===== src/tta_pkg.sv =====
// ----------------------------------------------------------------------------
// Tap tempo averager package
// Shared widths, constants, event codes, register indexes and the command
// record that travels from the front end to the back end.
// ----------------------------------------------------------------------------
`default_nettype none

package tta_pkg;

  // Field and state widths.
  localparam int INTERVAL_W = 13;
  localparam int PRESS_W    = 8;
  localparam int HIST_W     = 12;
  localparam int TEMPO_W    = 10;
  localparam int EV_W       = 2;

  localparam logic [INTERVAL_W-1:0] INTERVAL_MAX = '1;
  localparam logic [PRESS_W-1:0]    PRESS_MAX    = '1;
  localparam logic [TEMPO_W-1:0]    TEMPO_MAX    = '1;

  // Tap event codes.
  localparam logic [EV_W-1:0] EV_NONE    = 2'd0;
  localparam logic [EV_W-1:0] EV_SOON    = 2'd1;
  localparam logic [EV_W-1:0] EV_REC     = 2'd2;
  localparam logic [EV_W-1:0] EV_RESTART = 2'd3;

  // Configuration port.
  localparam int CFG_IDX_W  = 2;
  localparam int CFG_DATA_W = 12;
  localparam logic [CFG_IDX_W-1:0] CFG_DEBOUNCE = 2'd0;
  localparam logic [CFG_IDX_W-1:0] CFG_MIN_INT  = 2'd1;
  localparam logic [CFG_IDX_W-1:0] CFG_MAX_INT  = 2'd2;

  localparam logic [PRESS_W-1:0] DEBOUNCE_RST = 8'd100;
  localparam logic [HIST_W-1:0]  MIN_INT_RST  = 12'd200;
  localparam logic [HIST_W-1:0]  MAX_INT_RST  = 12'd4000;

  // Command queue between the two halves.
  localparam int FIFO_DEPTH = 2;
  localparam int FIFO_PTR_W = $clog2(FIFO_DEPTH);
  localparam int FIFO_LVL_W = $clog2(FIFO_DEPTH + 1);

  // One classified tick, as handed to the back end.
  typedef struct packed {
    logic              clear;
    logic [EV_W-1:0]   ev;
    logic [HIST_W-1:0] interval;
  } cmd_t;

endpackage

`default_nettype wire


===== src/tap_tempo_interval_averager.sv =====
// ----------------------------------------------------------------------------
// Tap tempo interval averager
// Averages debounced tap intervals of a 0.25 ms tick stream into a tempo in
// milliseconds, with a front end that classifies ticks and a back end that
// keeps the interval ring and divides.
// ----------------------------------------------------------------------------
// Results: a plain tick's result is loaded straight into the output register,
// while a recorded interval's result waits for the serial divider, which
// gives one quotient bit per cycle.
// Throughput: up to one tick per cycle into a two-entry queue while it has
// room; the back end takes no new command while a division runs.
// Reset: synchronous; the configuration returns to its defaults, the interval
// counter saturates and ring, fill count and tempo clear in the same cycle.
// ----------------------------------------------------------------------------
`default_nettype none

module tap_tempo_interval_averager #(
  parameter int HISTORY_DEPTH = 4,
  parameter int TICKS_PER_MS  = 4
) (
  input  wire logic                           clk,
  input  wire logic                           rst,
  input  wire logic                           cfg_write,
  input  wire logic [tta_pkg::CFG_IDX_W-1:0]  cfg_index,
  input  wire logic [tta_pkg::CFG_DATA_W-1:0] cfg_data,
  input  wire logic                           in_valid,
  output logic                                in_ready,
  input  wire logic                           switch_pressed,
  input  wire logic                           suspend,
  input  wire logic                           clear_tempo,
  output logic                                out_valid,
  input  wire logic                           out_ready,
  output logic [tta_pkg::TEMPO_W-1:0]         tempo_ms,
  output logic [tta_pkg::EV_W-1:0]            tap_event
);
  import tta_pkg::*;

  localparam int SUM_W = HIST_W + $clog2(HISTORY_DEPTH);
  localparam int DIV_W = $clog2(HISTORY_DEPTH * TICKS_PER_MS + 1);

  logic                  push;
  cmd_t                  push_cmd;
  logic                  pop;
  cmd_t                  head_cmd;
  logic [FIFO_LVL_W-1:0] level;
  logic                  queue_full;
  logic                  div_start;
  logic [SUM_W-1:0]      div_dividend;
  logic [DIV_W-1:0]      div_divisor;
  logic                  div_busy;
  logic [SUM_W-1:0]      div_quotient;

  assign queue_full = (level == FIFO_LVL_W'(FIFO_DEPTH));

  // Tick classification.
  tta_front u_front (
    .clk            (clk),
    .rst            (rst),
    .cfg_write      (cfg_write),
    .cfg_index      (cfg_index),
    .cfg_data       (cfg_data),
    .in_valid       (in_valid),
    .in_ready       (in_ready),
    .switch_pressed (switch_pressed),
    .suspend        (suspend),
    .clear_tempo    (clear_tempo),
    .queue_full     (queue_full),
    .push           (push),
    .push_cmd       (push_cmd)
  );

  // Command queue.
  tta_fifo u_fifo (
    .clk       (clk),
    .rst       (rst),
    .push      (push),
    .push_data (push_cmd),
    .pop       (pop),
    .pop_data  (head_cmd),
    .level     (level)
  );

  // Ring, tempo and output register.
  tta_back #(
    .HISTORY_DEPTH (HISTORY_DEPTH),
    .TICKS_PER_MS  (TICKS_PER_MS)
  ) u_back (
    .clk          (clk),
    .rst          (rst),
    .cmd_valid    (level != '0),
    .cmd          (head_cmd),
    .cmd_pop      (pop),
    .div_start    (div_start),
    .div_dividend (div_dividend),
    .div_divisor  (div_divisor),
    .div_busy     (div_busy),
    .div_quotient (div_quotient),
    .out_valid    (out_valid),
    .out_ready    (out_ready),
    .tempo_ms     (tempo_ms),
    .tap_event    (tap_event)
  );

  // Serial divider for the average.
  tta_div #(
    .SUM_W (SUM_W),
    .DIV_W (DIV_W)
  ) u_div (
    .clk      (clk),
    .rst      (rst),
    .start    (div_start),
    .dividend (div_dividend),
    .divisor  (div_divisor),
    .busy     (div_busy),
    .quotient (div_quotient)
  );

  // A division is never started on top of one still running.
  a_div_start_idle : assert property (@(posedge clk) disable iff (rst)
    div_start |-> !div_busy)
    else $error("divider started while busy");

  // A started division is running in the following cycle.
  a_div_runs : assert property (@(posedge clk) disable iff (rst)
    div_start |=> div_busy)
    else $error("divider did not start");

  // A transferred tick is waiting in the queue in the next cycle.
  a_tick_queued : assert property (@(posedge clk) disable iff (rst)
    (in_valid && in_ready) |=> (level != '0))
    else $error("accepted tick missing from queue");

  // A recorded interval always has a nonzero divisor.
  a_divisor_nonzero : assert property (@(posedge clk) disable iff (rst)
    div_start |-> (div_divisor != '0))
    else $error("division by zero requested");

endmodule

`default_nettype wire


===== src/tta_fifo.sv =====
// ----------------------------------------------------------------------------
// Tap tempo averager command queue
// A short register queue of classified ticks between front and back end.
// ----------------------------------------------------------------------------
`default_nettype none

module tta_fifo (
  input  wire logic                        clk,
  input  wire logic                        rst,
  input  wire logic                        push,
  input  wire tta_pkg::cmd_t               push_data,
  input  wire logic                        pop,
  output tta_pkg::cmd_t                    pop_data,
  output logic [tta_pkg::FIFO_LVL_W-1:0]   level
);
  import tta_pkg::*;

  cmd_t                  mem [FIFO_DEPTH];
  logic [FIFO_PTR_W-1:0] wr_ptr;
  logic [FIFO_PTR_W-1:0] rd_ptr;

  // Head of the queue is shown directly.
  assign pop_data = mem[rd_ptr];

  // Pointers and fill level.
  always_ff @(posedge clk) begin
    if (rst) begin
      wr_ptr <= '0;
      rd_ptr <= '0;
      level  <= '0;
    end else begin
      if (push) begin
        wr_ptr <= (wr_ptr == FIFO_PTR_W'(FIFO_DEPTH - 1)) ? '0 : wr_ptr + 1'b1;
      end
      if (pop) begin
        rd_ptr <= (rd_ptr == FIFO_PTR_W'(FIFO_DEPTH - 1)) ? '0 : rd_ptr + 1'b1;
      end
      if (push && !pop) begin
        level <= level + 1'b1;
      end else if (pop && !push) begin
        level <= level - 1'b1;
      end
    end
  end

  // Storage.
  always_ff @(posedge clk) begin
    if (push) begin
      mem[wr_ptr] <= push_data;
    end
  end

endmodule

`default_nettype wire


===== src/tta_front.sv =====
// ----------------------------------------------------------------------------
// Tap tempo averager front end
// Holds the configuration, runs the interval and press counters once per
// tick and classifies each accepted tap into a command for the back end.
// ----------------------------------------------------------------------------
`default_nettype none

module tta_front (
  input  wire logic                         clk,
  input  wire logic                         rst,
  input  wire logic                         cfg_write,
  input  wire logic [tta_pkg::CFG_IDX_W-1:0]  cfg_index,
  input  wire logic [tta_pkg::CFG_DATA_W-1:0] cfg_data,
  input  wire logic                         in_valid,
  output logic                              in_ready,
  input  wire logic                         switch_pressed,
  input  wire logic                         suspend,
  input  wire logic                         clear_tempo,
  input  wire logic                         queue_full,
  output logic                              push,
  output tta_pkg::cmd_t                     push_cmd
);
  import tta_pkg::*;

  logic [PRESS_W-1:0]    debounce_ticks;
  logic [HIST_W-1:0]     min_interval_ticks;
  logic [HIST_W-1:0]     max_interval_ticks;
  logic [INTERVAL_W-1:0] interval_count;
  logic [INTERVAL_W-1:0] interval_count_next;
  logic [PRESS_W-1:0]    press_count;
  logic [PRESS_W-1:0]    press_count_next;
  logic [INTERVAL_W-1:0] interval_inc;
  logic [PRESS_W-1:0]    press_inc;
  logic [EV_W-1:0]       ev;

  // A tick is taken whenever the queue has room and reset is low.
  assign in_ready = !rst && !queue_full;
  assign push     = in_valid && in_ready;

  // Configuration writes; unknown indexes are ignored.
  always_ff @(posedge clk) begin
    if (rst) begin
      debounce_ticks     <= DEBOUNCE_RST;
      min_interval_ticks <= MIN_INT_RST;
      max_interval_ticks <= MAX_INT_RST;
    end else if (cfg_write) begin
      case (cfg_index)
        CFG_DEBOUNCE: debounce_ticks     <= cfg_data[PRESS_W-1:0];
        CFG_MIN_INT:  min_interval_ticks <= cfg_data[HIST_W-1:0];
        CFG_MAX_INT:  max_interval_ticks <= cfg_data[HIST_W-1:0];
        default: ;
      endcase
    end
  end

  // Counter update and tap classification for one tick.
  always_comb begin
    interval_inc = (interval_count != INTERVAL_MAX) ? interval_count + 1'b1
                                                    : interval_count;
    press_inc           = press_count + 1'b1;
    interval_count_next = interval_inc;
    press_count_next    = press_count;
    ev                  = EV_NONE;
    if (!suspend) begin
      if (switch_pressed) begin
        if (press_count != PRESS_MAX) begin
          press_count_next = press_inc;
          if (press_inc == debounce_ticks) begin
            // The order of the checks settles overlapping limits.
            if (interval_inc < {1'b0, min_interval_ticks}) begin
              ev = EV_SOON;
            end else if (interval_inc < {1'b0, max_interval_ticks}) begin
              ev = EV_REC;
            end else begin
              ev = EV_RESTART;
            end
            interval_count_next = '0;
          end
        end
      end else begin
        press_count_next = '0;
      end
    end
    push_cmd.clear    = clear_tempo;
    push_cmd.ev       = ev;
    push_cmd.interval = interval_inc[HIST_W-1:0];
  end

  // Counters advance on each transfer.
  always_ff @(posedge clk) begin
    if (rst) begin
      interval_count <= INTERVAL_MAX;
      press_count    <= '0;
    end else if (push) begin
      interval_count <= interval_count_next;
      press_count    <= press_count_next;
    end
  end

endmodule

`default_nettype wire


===== src/tta_div.sv =====
// ----------------------------------------------------------------------------
// Tap tempo averager divider
// Restoring divider that produces one quotient bit per cycle.
// ----------------------------------------------------------------------------
`default_nettype none

module tta_div #(
  parameter int SUM_W = 14,
  parameter int DIV_W = 5
) (
  input  wire logic             clk,
  input  wire logic             rst,
  input  wire logic             start,
  input  wire logic [SUM_W-1:0] dividend,
  input  wire logic [DIV_W-1:0] divisor,
  output logic                  busy,
  output logic [SUM_W-1:0]      quotient
);

  localparam int CNT_W = $clog2(SUM_W);

  logic [CNT_W-1:0] cnt;
  logic [DIV_W-1:0] rem;
  logic [DIV_W-1:0] dvs;
  logic [DIV_W:0]   trial;
  logic [DIV_W:0]   diff;
  logic             ge;

  // One trial subtraction per cycle.
  always_comb begin
    trial = {rem, quotient[SUM_W-1]};
    diff  = trial - {1'b0, dvs};
    ge    = trial >= {1'b0, dvs};
  end

  // Iteration control.
  always_ff @(posedge clk) begin
    if (rst) begin
      busy <= 1'b0;
      cnt  <= '0;
    end else if (start) begin
      busy <= 1'b1;
      cnt  <= CNT_W'(SUM_W - 1);
    end else if (busy) begin
      if (cnt == '0) begin
        busy <= 1'b0;
      end else begin
        cnt <= cnt - 1'b1;
      end
    end
  end

  // Remainder and quotient shift.
  always_ff @(posedge clk) begin
    if (start) begin
      rem      <= '0;
      dvs      <= divisor;
      quotient <= dividend;
    end else if (busy) begin
      rem      <= ge ? diff[DIV_W-1:0] : trial[DIV_W-1:0];
      quotient <= {quotient[SUM_W-2:0], ge};
    end
  end

endmodule

`default_nettype wire


===== src/tta_back.sv =====
// ----------------------------------------------------------------------------
// Tap tempo averager back end
// Carries out queued commands: keeps the interval ring, its running sum and
// the tempo, starts the divider for a recorded interval and drives the
// output register.
// ----------------------------------------------------------------------------
`default_nettype none

module tta_back #(
  parameter int HISTORY_DEPTH = 4,
  parameter int TICKS_PER_MS  = 4,
  localparam int SUM_W = tta_pkg::HIST_W + $clog2(HISTORY_DEPTH),
  localparam int DIV_W = $clog2(HISTORY_DEPTH * TICKS_PER_MS + 1)
) (
  input  wire logic                     clk,
  input  wire logic                     rst,
  input  wire logic                     cmd_valid,
  input  wire tta_pkg::cmd_t            cmd,
  output logic                          cmd_pop,
  output logic                          div_start,
  output logic [SUM_W-1:0]              div_dividend,
  output logic [DIV_W-1:0]              div_divisor,
  input  wire logic                     div_busy,
  input  wire logic [SUM_W-1:0]         div_quotient,
  output logic                          out_valid,
  input  wire logic                     out_ready,
  output logic [tta_pkg::TEMPO_W-1:0]   tempo_ms,
  output logic [tta_pkg::EV_W-1:0]      tap_event
);
  import tta_pkg::*;

  localparam int SLOT_W = $clog2(HISTORY_DEPTH);
  localparam int FILL_W = $clog2(HISTORY_DEPTH + 1);

  localparam logic ST_IDLE = 1'b0;
  localparam logic ST_DIV  = 1'b1;

  logic              state;
  logic [HIST_W-1:0] history [HISTORY_DEPTH];
  logic [SLOT_W-1:0] write_slot;
  logic [SLOT_W-1:0] write_slot_next;
  logic [FILL_W-1:0] fill_count;
  logic [FILL_W-1:0] fill_count_next;
  logic [SUM_W-1:0]  sum;
  logic [SUM_W-1:0]  sum_next;
  logic [TEMPO_W-1:0] tempo_value;
  logic [TEMPO_W-1:0] tempo_cleared;
  logic [TEMPO_W-1:0] tempo_avg;
  logic              out_free;
  logic              is_rec;
  logic              is_restart;
  logic              div_take;
  logic              load_direct;

  // Command decode and ring bookkeeping.
  always_comb begin
    out_free      = !out_valid || out_ready;
    is_rec        = (cmd.ev == EV_REC);
    is_restart    = (cmd.ev == EV_RESTART);
    tempo_cleared = cmd.clear ? '0 : tempo_value;
    cmd_pop       = (state == ST_IDLE) && cmd_valid && out_free;
    load_direct   = cmd_pop && !is_rec;
    div_take      = (state == ST_DIV) && !div_busy && out_free;

    write_slot_next = (write_slot == SLOT_W'(HISTORY_DEPTH - 1)) ? '0
                                                                 : write_slot + 1'b1;
    fill_count_next = (fill_count != FILL_W'(HISTORY_DEPTH)) ? fill_count + 1'b1
                                                             : fill_count;
    // The running sum swaps the overwritten slot for the new interval.
    sum_next = sum - SUM_W'(history[write_slot]) + SUM_W'(cmd.interval);

    div_start    = cmd_pop && is_rec;
    div_dividend = sum_next;
    div_divisor  = DIV_W'(fill_count_next) * DIV_W'(TICKS_PER_MS);

    // Averages above the output range saturate.
    tempo_avg = (div_quotient > SUM_W'(TEMPO_MAX)) ? TEMPO_MAX
                                                  : div_quotient[TEMPO_W-1:0];
  end

  // Sequencer, ring and tempo state.
  always_ff @(posedge clk) begin
    if (rst) begin
      state       <= ST_IDLE;
      out_valid   <= 1'b0;
      write_slot  <= '0;
      fill_count  <= '0;
      sum         <= '0;
      tempo_value <= '0;
      for (int i = 0; i < HISTORY_DEPTH; i++) begin
        history[i] <= '0;
      end
    end else begin
      // A result stays offered until its transfer, and a new one is loaded
      // only when the register is free.
      out_valid <= load_direct || div_take || (out_valid && !out_ready);
      if (cmd_pop) begin
        tempo_value <= tempo_cleared;
        if (is_rec) begin
          history[write_slot] <= cmd.interval;
          write_slot          <= write_slot_next;
          fill_count          <= fill_count_next;
          sum                 <= sum_next;
          state               <= ST_DIV;
        end else begin
          if (is_restart) begin
            write_slot <= '0;
            fill_count <= '0;
            sum        <= '0;
            for (int i = 0; i < HISTORY_DEPTH; i++) begin
              history[i] <= '0;
            end
          end
        end
      end
      if (div_take) begin
        tempo_value <= tempo_avg;
        state       <= ST_IDLE;
      end
    end
  end

  // Output payload register.
  always_ff @(posedge clk) begin
    if (load_direct) begin
      tempo_ms  <= tempo_cleared;
      tap_event <= cmd.ev;
    end else if (div_take) begin
      tempo_ms  <= tempo_avg;
      tap_event <= EV_REC;
    end
  end

endmodule

`default_nettype wire

===== config.mk =====
export PLATFORM = sky130hd
export DESIGN_NAME = tap_tempo_interval_averager
export DESIGN_NICKNAME = d
export VERILOG_FILES = /design/src/tta_pkg.sv /design/src/tap_tempo_interval_averager.sv /design/src/tta_fifo.sv /design/src/tta_front.sv /design/src/tta_div.sv /design/src/tta_back.sv
export SDC_FILE = /design/constraint.sdc
export NUM_CORES = 1
export LEC_CHECK = 0
export BUFFER_PORTS_ARGS = -buffer_cell sky130_fd_sc_hd__buf_2
export CORE_MARGIN = 2
export CORE_UTILIZATION = 58
export CTS_CLUSTER_DIAMETER = 40
export CTS_CLUSTER_SIZE = 28
export DETAILED_ROUTE_END_ITERATION = 7
export GPL_TIMING_DRIVEN = 0
export PLACE_DENSITY_LB_ADDON = 0.08
export SLEW_MARGIN = 10
export SYNTH_ARGS = -nofsm -noshare
export SYNTH_HDL_FRONTEND = slang
export SYNTH_SLANG_ARGS = --single-unit

===== constraint.sdc =====
create_clock -name clk -period 4.71 [get_ports clk]
set_clock_uncertainty 0.15 [all_clocks]
set_input_delay 0.2355 -clock clk [delete_from_list [all_inputs] [get_ports clk]]
set_output_delay 0.2355 -clock clk [all_outputs]
set_load 0.05 [all_outputs]

Word level (Yosys, flattened, before mapping):

Memories as Yosys holds them, arrays and structs flattened. A register that Yosys moved wholly into a read port is not among the register bits.
Index checks and enable logic that the tools add are counted.

* logic and storage cells: 166
* memories: 2
* bits in registers: 127
* output and inout port bits: 14
* memory bits (writable): 78

Memories
* u_back.history: depth 4, width 12, rd ports 1, clocked after memory_dff 1, write ports 4, line tta_back.sv:39 `logic [HIST_W-1:0] history [HISTORY_DEPTH];`
* u_fifo.mem: depth 2, width 15, rd ports 1, clocked after memory_dff 1, write ports 1, line tta_fifo.sv:18 `cmd_t mem [FIFO_DEPTH];`

* bitwise gates (word level): 7
* order comparisons: 4
* mux-type cells: 66
* reduce and logical (&&, ||, !) cells: 41
* add/sub/neg operators: 12
* equal/unequal tests: 12

Operators with widths (count)
* 13-bit two-way mux: 5
* 10-bit two-way mux: 6
* 12-bit two-way mux: 5
* 14-bit two-way mux: 4
* 2-bit two-way mux: 15
* 13-bit by 12-bit less-than comparator with 1-bit output: 2
* 1-bit two-way mux: 22
* 8-bit two-way mux: 2
* 14-bit by 12-bit adder with 14-bit output: 1
* 14-bit by 10-bit > comparator with 1-bit output (second input constant): 1
* 2-bit AND reduction: 7
* 14-bit by 12-bit subtractor with 14-bit output: 1
* 13-bit by 1-bit adder with 13-bit output (second input constant): 1
* 13-bit != test (second input constant): 1
* 4-bit two-way mux: 3
* 2-bit nonzero test: 6
* 12-bit OR reduction: 1
* 1-bit logical AND: 11
* 2-bit equality test (second input constant): 5
* 3-bit two-way mux: 3
* 8-bit by 1-bit adder with 8-bit output (second input constant): 1
* 8-bit equality test: 1
* 1-bit zero test: 8
* 8-bit != test (second input constant): 1
* other kinds (19): 29

Depth between registers and ports, before layout:

Gate-level depths: netlist (run 1).

* word-level depth: 9
* mapped depth: 15
* depth with buffers taken out: 15

Modules after synthesis:

Synthesis (run 1) repeated with hierarchy kept, for this count alone.

* cells, all modules: 1059
* area, all modules: 10761.6 µm²

Modules (own cells, without submodules)
* tta_back: area each 4853.4 µm², sequential area each 2462.4 µm², instances 1, cells each 463
* tta_front: area each 3171.8 µm², sequential area each 1061.0 µm², instances 1, cells each 408
* tta_div: area each 1442.6 µm², sequential area each 770.7 µm², instances 1, cells each 119
* tta_fifo: area each 1281.2 µm², sequential area each 1001.0 µm², instances 1, cells each 67
* tap_tempo_interval_averager: area each 12.5 µm², sequential area each 0.0 µm², instances 1, cells each 2

Worst setup path before layout (run 1):

Ideal clock, no wire load.

* path type: register -> register
* from: reg (tool-made name)
* to: reg u_back.sum[13]
* setup time: 0.074 ns
* stages on the path, launching flop included: 14
* required time: 4.486 ns
* path slack: 0.942 ns
* path buffers: 2
* data arrival time: 3.544 ns
* path through: dfxtp_1 > buf_2 > buf_1 > mux2i_1 > fa_1 > inv_1 > ha_1 > a211oi_1 > o21ai_1 > o211ai_2 > a21boi_1 > o211a_1 > or3b_1 > a31oi_1

RTL lines
* end signal, assigned: line tta_back.sv:103 `sum <= sum_next;`
* end, declared: line tta_back.sv:44 `logic [SUM_W-1:0] sum;`

==> results of run 1 <==
==> Yosys cell counts, drive strengths merged (4+ instances only) <==
| cell | number |
|---|---|
| nand4 | 6 |
| o211ai | 13 |
| xor2 | 17 |
| nand2b | 4 |
| nor2b | 4 |
| nor2 | 117 |
| o21ai | 53 |
| inv | 83 |
| mux2 | 4 |
| buf | 13 |
| ha | 50 |
| clkbuf | 31 |
| nand3 | 23 |
| xnor2 | 20 |
| a221o | 5 |
| nor3 | 16 |
| edfxtp | 107 |
| mux2i | 28 |
| dfxtp | 101 |
| a211oi | 6 |
| and3 | 10 |
| o21a | 7 |
| a21oi | 67 |
| nand2 | 129 |
| fa | 13 |
| mux4 | 12 |
| a21o | 13 |
| a22o | 11 |
| or3 | 6 |
==> state kept, by name (all words and copies together), names as in the netlist, 4 cells and up, named ones only <==
register                    flops
u_front.max_interval_ticks     12
u_back.tempo_value             10
u_front.debounce_ticks          8
u_front.press_count             8
u_div.cnt                       4
u_back.history                 48
u_front.interval_count         13
u_back.sum                     14
u_div.rem                       5
u_div.quotient                 14
u_back.tempo_ms                10
u_fifo.mem                     30
u_front.min_interval_ticks     12
==> final timing paths <==
kind,startpoint,end,slack (ps),depth (start not counted)
max,flop,u_back.sum[13],670,12
min,rst,u_back.sum[12],80,3
max reg2reg,flop,u_back.sum[13],670,12
min reg2reg,u_back.tempo_value[6],u_back.tempo_value[6],300,2
==> stage by stage <==
| stage | cells | util | hold WS, ps |
|---|---|---|---|
| 2_1_floorplan | 1014 | - | 184.4 |
| 3_3_place_gp | 1273 | 0.6219 | 274.5 |
| 3_5_place_dp | 1277 | 0.6246 | 277.6 |
| 4_1_cts | 1354 | 0.7029 | 66.01 |
| 5_1_grt | 1353 | 0.7029 | 107.6 |
| 6_report | 1353 | 0.7029 | 83.46 |
==> final cells by class <==
cell class / count / share of cell area
Sequential cell: 208 / 0.4291
Multi-Input combinational cell: 679 / 0.3777
Clock buffer: 43 / 0.08051
Timing Repair Buffer: 53 / 0.02995
Inverter: 83 / 0.02554
Tap cell: 225 / 0.02308
Clock inverter: 19 / 0.01846
Buffer: 43 / 0.01559
==> worst max-delay path, stage by stage, from the launching register on <==
cell and delay [ps]:
dfxtp_1 390, buf_2 370, mux4_2 610, fa_1 510, inv_1 50, ha_1 340, o211ai_1 180, o21ai_1 170
o211ai_2 230, a21boi_1 140, o211a_1 290, or3b_1 380, a31oi_1 170
==> cell families after synthesis <==
kind of cell	after synthesis
AO/OA/AOI/OAI	198
XOR/XNOR	37
buffers and inverters	127
multiplexers	44
adder cells (fa/ha/maj)	63
flip-flops	208
AND/OR/NAND/NOR	337
==> per-layer routing <==
metal,track usage,routed length [um],vias to the layer above
met5,0,0,-
met4,0.1025,703,0
met3,0.04121,1017,45
met2,0.4461,11710,189
met1,0.3194,9686,3601
li1,-,-,3742
==> power by group through the flow <==
stage          combinational (mW)  clock (mW)  sequential [mW]
3_5_place_dp                 3.31           0             2.54
5_1_grt                      3.71        2.66             2.54
2_1_floorplan                2.26           0             2.70
4_1_cts                      3.34        2.59             2.51
3_3_place_gp                 3.22           0             2.53
6_report                     3.34        2.55             2.51
==> timing repair <==
action / 4_1_cts / 5_1_grt
gates resized for setup: 0 / 1
endpoints found under the setup margin: 0 / 1
endpoints found under the hold margin: 37 / 0
hold buffers: 15 / 0
==> run_results.csv, run 1 <==
group,metric,value,unit
run_status,status,"finished clean",
clock_network,cts_htree_levels,2,
floorplanning,core-area,0.01736,mm2
layout,multi_input_area,0.004608,mm2
routing,firstDrtPassIters,5,
floorplanning,io_pins,36,
sta,setup_ws,665.5,ps
sta,timing.final.crit_share,0.8587,
routing,vias,7577,
logic_synthesis,yosysTopAreaCell,"edfxtp_1",
power_and_ir_drop,cellLeakagePower,4.860,nW
logic_synthesis,ys_seq_area_frac,0.5062,
sta,max_slew_margin,0.4266,
clock_network,clockRootBuffer,"clkbuf_16",
sta,fmax,0.2473,GHz
logic_synthesis,avgSynthCellArea,10.20,um2
logic_synthesis,ys.flop_type,"edfxtp_1",
routing,finalWirelength,23120,um
power_and_ir_drop,internal_power,5.168,mW
routing,drc,0,
sta,period_needed,4044,ps
routing,wl_per_cell,17.09,um
sta,rsz0062_at_grt,"false",
power_and_ir_drop,peakVddDrop,0.0005415,V
global_route,grt_pass1_vias,7480,
layout,layout-drive-gt1-share,0.1285,
layout,most-common-layout-cells,"nand2_1 (129), nor2_1 (113), edfxtp_1 (107), dfxtp_1 (101), inv_1 (82)",
clock_network,cts_setup_buffers,0,
logic_synthesis,synth-compound-area-share,0.1224,
sta,final_hold_viol_count,0,
logic_synthesis,synth_area_leaders,"edfxtp_1 (31%), dfxtp_1 (20%), ha_1 (6.0%), nand2_1 (4.7%), nor2_1 (4.1%)",
layout,n_antenna_cell,0,
global_route,grt_use_total,0.2564,
logic_synthesis,synth-async-reset-ratio,0,
place,gp_congestion,0.8956,
routing,postRouteAntennaNets,0,
logic_synthesis,synth_fp_nets,1099,
layout,final-seq-area,0.005235,mm2
logic_synthesis,synth_top_family_by_area,"simple AND/OR/NAND/NOR gates",
logic_synthesis,synth_top_area_share,0.3107,
clock_network,cts_tree,"done",
logic_synthesis,synthAdderAreaFrac,0.08565,
setup_path,cp-start-kind,"flop",
logic_synthesis,synth_cells,1014,
logic_synthesis,netlist_area,0.01034,mm2
setup_path,crit_arrival,4310,ps
setup_path,cp.required,4980,ps
power_and_ir_drop,seq_power_share,0.298,
setup_path,worst_setup_path_end_kind,"flop",
logic_synthesis,synthMuxAreaShare,0.05759,
layout,final_common_cell,"nand2_1",
place,placed_cell_area,0.01084,mm2
logic_synthesis,ys_types,69,
sta,finalSetupTns,0,ps
setup_path,path_class,"reg -> reg",
logic_synthesis,synth_edf_count,107,
place,port_buffers,34,
global_route,grt_pass1_wl,37330,um
power_and_ir_drop,clockPowerShare,0.304,
floorplanning,die-area,0.01892,mm2
floorplanning,die_y,137.5,um
logic_synthesis,ys_warn_count,0,
power_and_ir_drop,combinationalPowerShare,0.398,
power_and_ir_drop,swShare,0.3851,
logic_synthesis,yosys.area_share.simple,0.1480,
floorplanning,rows,48,
clock_network,numCtsBuffers,34,
layout,fin_nets,1187,
place,dpl_worst_slack,242.0,ps
routing,drt_iter0_drc,523,
floorplanning,die_w,137.5,um
floorplanning,initial_utilization,0.5959,
global_route,grt_max_degree,16,
clock_network,cts_buffer_depth,3,
layout,fillers,1310,
clock_network,clk_pin_slew_worst_paths,50,ps
logic_synthesis,synth_seq_cells,208,
min_path,hp-class,"in -> reg",
power_and_ir_drop,p_total,8.404,mW
place,dp_hpwl,16570,um
sta,setup_viol,0,
power_and_ir_drop,cellPowerDensity,688.9,mW/mm2
routing,vias_per_cell,5.600,
clock_network,clk-insertion-delay-late,500,ps
layout,fin_area,0.01220,mm2
clock_network,cts_num_sinks,208,
setup_path,cp_max_fo,10,
sta,worstMarginPinSlew,859.1,ps
global_route,grt_antenna_before_repair,0,
logic_synthesis,synth_xor_area_frac,0.03133,
global_route,globalRoute.totalOverflow,0,
sta,drv_slew,0,
power_and_ir_drop,p_sw,3.236,mW
flow_run,drv_cap,0,
layout,area_growth,17.95,%
Note: power is estimated with default switching activity, not from simulation.
==> inputs of run 2 (changes only) <==
--- a/config.mk
+++ b/config.mk
@@ -8,11 +8,12 @@
 export BUFFER_PORTS_ARGS = -buffer_cell sky130_fd_sc_hd__buf_2
 export CORE_MARGIN = 2
 export CORE_UTILIZATION = 58
+export CTS_BUF_LIST = sky130_fd_sc_hd__clkbuf_4 sky130_fd_sc_hd__clkbuf_8 sky130_fd_sc_hd__clkbuf_16
 export CTS_CLUSTER_DIAMETER = 40
 export CTS_CLUSTER_SIZE = 28
 export DETAILED_ROUTE_END_ITERATION = 7
 export GPL_TIMING_DRIVEN = 0
-export PLACE_DENSITY_LB_ADDON = 0.08
+export PLACE_DENSITY = 0.74
 export SLEW_MARGIN = 10
 export SYNTH_ARGS = -nofsm -noshare
 export SYNTH_HDL_FRONTEND = slang
==> run 2 against run 1 <==
Compared with the run above:
- critical path depth up 1
- via count hardly changed
- global-route usage is 0.85 points lower
- maximum frequency down 7.6%
- largest power group unchanged
==> run_results.csv, run 2 (synthesized netlist as in run 1, its figures left out) <==
group,metric,value,unit
global_route,grt_max_degree,16,
setup_path,cp.required,4820,ps
setup_path,reg2reg_to,"u_div.quotient[12]",
clock_network,cts_tree,"done",
setup_path,reg2reg_slack,330,ps
layout,fin_nets,1182,
clock_network,clk_pin_slew_worst_paths,60,ps
place,port_buffers,34,
place,dpl_worst_slack,275.7,ps
layout,instances_no_fill,1344,
floorplanning,initial_utilization,0.5959,
layout,top_regs,"u_back.history x48, u_fifo.mem x30",
routing,wl_per_cell,16.88,um
sta,drv_slew,0,
setup_path,cp-start-kind,"flop",
routing,vias_per_cell,5.636,
global_route,grt_antenna_before_repair,0,
floorplanning,io_pins,36,
place,dp_hpwl,16100,um
min_path,hp-class,"in -> reg",
clock_network,cts_num_sinks,208,
routing,vias,7575,
clock_network,cts_setup_buffers,0,
layout,top_register,"u_back.history",
clock_network,clk-insertion-delay-late,530,ps
place,gp_congestion,0.9343,
sta,timing.final.crit_share,0.9294,
layout,most-common-layout-cells,"nand2_1 (129), nor2_1 (113), edfxtp_1 (107), dfxtp_1 (101), inv_1 (82)",
routing,postRouteAntennaNets,0,
sta,finalSetupTns,0,ps
sta,setup_viol,0,
routing,drt_iter0_drc,451,
layout,final_common_cell,"nand2_1",
global_route,grt_pass1_vias,7371,
sta,final_hold_viol_count,0,
sta,max_slew_margin,0.4418,
global_route,grt_pass1_wl,36510,um
floorplanning,die_y,137.5,um
routing,drc,0,
flow_run,drv_cap,0,
power_and_ir_drop,peakVddDrop,0.0004937,V
min_path,holdPathEnd,"u_back.sum[12]",
sta,whs,46.39,ps
clock_network,cts_htree_levels,1,
routing,firstDrtPassIters,7,
layout,layout-drive-gt1-share,0.1224,
clock_network,cts_buffer_depth,3,
power_and_ir_drop,p_total,7.990,mW
place,dp_cells,1277,
sta,period_needed,4377,ps
floorplanning,rows,48,
sta,worstMarginPinSlew,837.2,ps
floorplanning,die_w,137.5,um
sta,fmax,0.2284,GHz
clock_network,numCtsBuffers,28,
setup_path,crit_arrival,4490,ps
setup_path,worst_setup_path_end_kind,"flop",
min_path,hold_depth,3,
layout,fillers,1322,
clock_network,clockRootBuffer,"clkbuf_16",
routing,finalWirelength,22680,um
setup_path,path_class,"reg -> reg",
layout,n_antenna_cell,0,
power_and_ir_drop,cellPowerDensity,665.3,mW/mm2
run_status,status,"finished clean",
min_path,hold_start,"rst",
power_and_ir_drop,cellLeakagePower,4.773,nW
floorplanning,core-area,0.01736,mm2
global_route,grt_use_total,0.2479,
layout,largest_register_ffs,48,
global_route,globalRoute.totalOverflow,0,
floorplanning,die-area,0.01892,mm2
sta,rsz0062_at_grt,"false",
setup_path,cp_max_fo,10,
setup_path,r2r_cells,13,
layout,area_growth,16.13,%
sta,setup_ws,332.6,ps
## run 2: timing repair
action / in CTS / in global routing
gates resized for setup: 0 / 1
endpoints found under the setup margin: 0 / 1
hold buffers: 15 / 0
hold endpoints to repair: 41 / 0
## run 2: power by group
part	internal, mW	switching (mW)
logic	1.19	2.09
registers	2.35	0.157
clock network	1.39	0.814
## run 2: worst max path at each step
| stage | startpoint | endpoint | slack, ps |
|---|---|---|---|
| after floorplan | flop | u_back.sum[13] | 940 |
| after global placement | flop | u_back.sum[13] | 320 |
| after detailed placement | flop | u_back.sum[13] | 280 |
| after CTS | flop | u_back.sum[13] | 250 |
| after global routing | flop | u_div.quotient[12] | 60 |
| final | flop | u_div.quotient[12] | 330 |
## run 2: layout make-up
type                            instances  area (um2)  share of cell area
Timing Repair Buffer                   53       365.4             0.03042
Clock inverter                         19       217.7             0.01813
Buffer                                 44       193.9             0.01615
Inverter                               83       311.5             0.02594
Multi-Input combinational cell        679        4608              0.3837
Sequential cell                       208        5235              0.4359
Clock buffer                           33       797.0             0.06636
Tap cell                              225       281.5             0.02344
## run 2: worst max-delay path, cell delays in order, from the launching register on
cell	delay, ps
dfxtp_1	300
buf_2	230
buf_1	590
mux2i_1	670
fa_1	510
inv_1	70
ha_1	270
a21o_1	200
a21oi_1	270
o211a_1	230
o21ai_0	100
a21oi_1	160
xor2_1	250
o21ai_0	110
## run 2: per-stage QoR
| step | utilization | area [um2] |
|---|---|---|
| 2_1_floorplan | - | 10340 |
| 3_3_place_gp | 0.6219 | 10790 |
| 3_5_place_dp | 0.6246 | 10840 |
| 4_1_cts | 0.6918 | 12010 |
| 5_1_grt | 0.6920 | 12010 |
| 6_report | 0.6920 | 12010 |
## run 2: metal layers
layer | share of wire | GRT usage | up-vias
li1 | - | - | 3725
met1 | 0.41 | 0.3157 | 3591
met2 | 0.51 | 0.4397 | 212
met3 | 0.053 | 0.03127 | 47
met4 | 0.026 | 0.07847 | 0
met5 | 0 | 0 | -
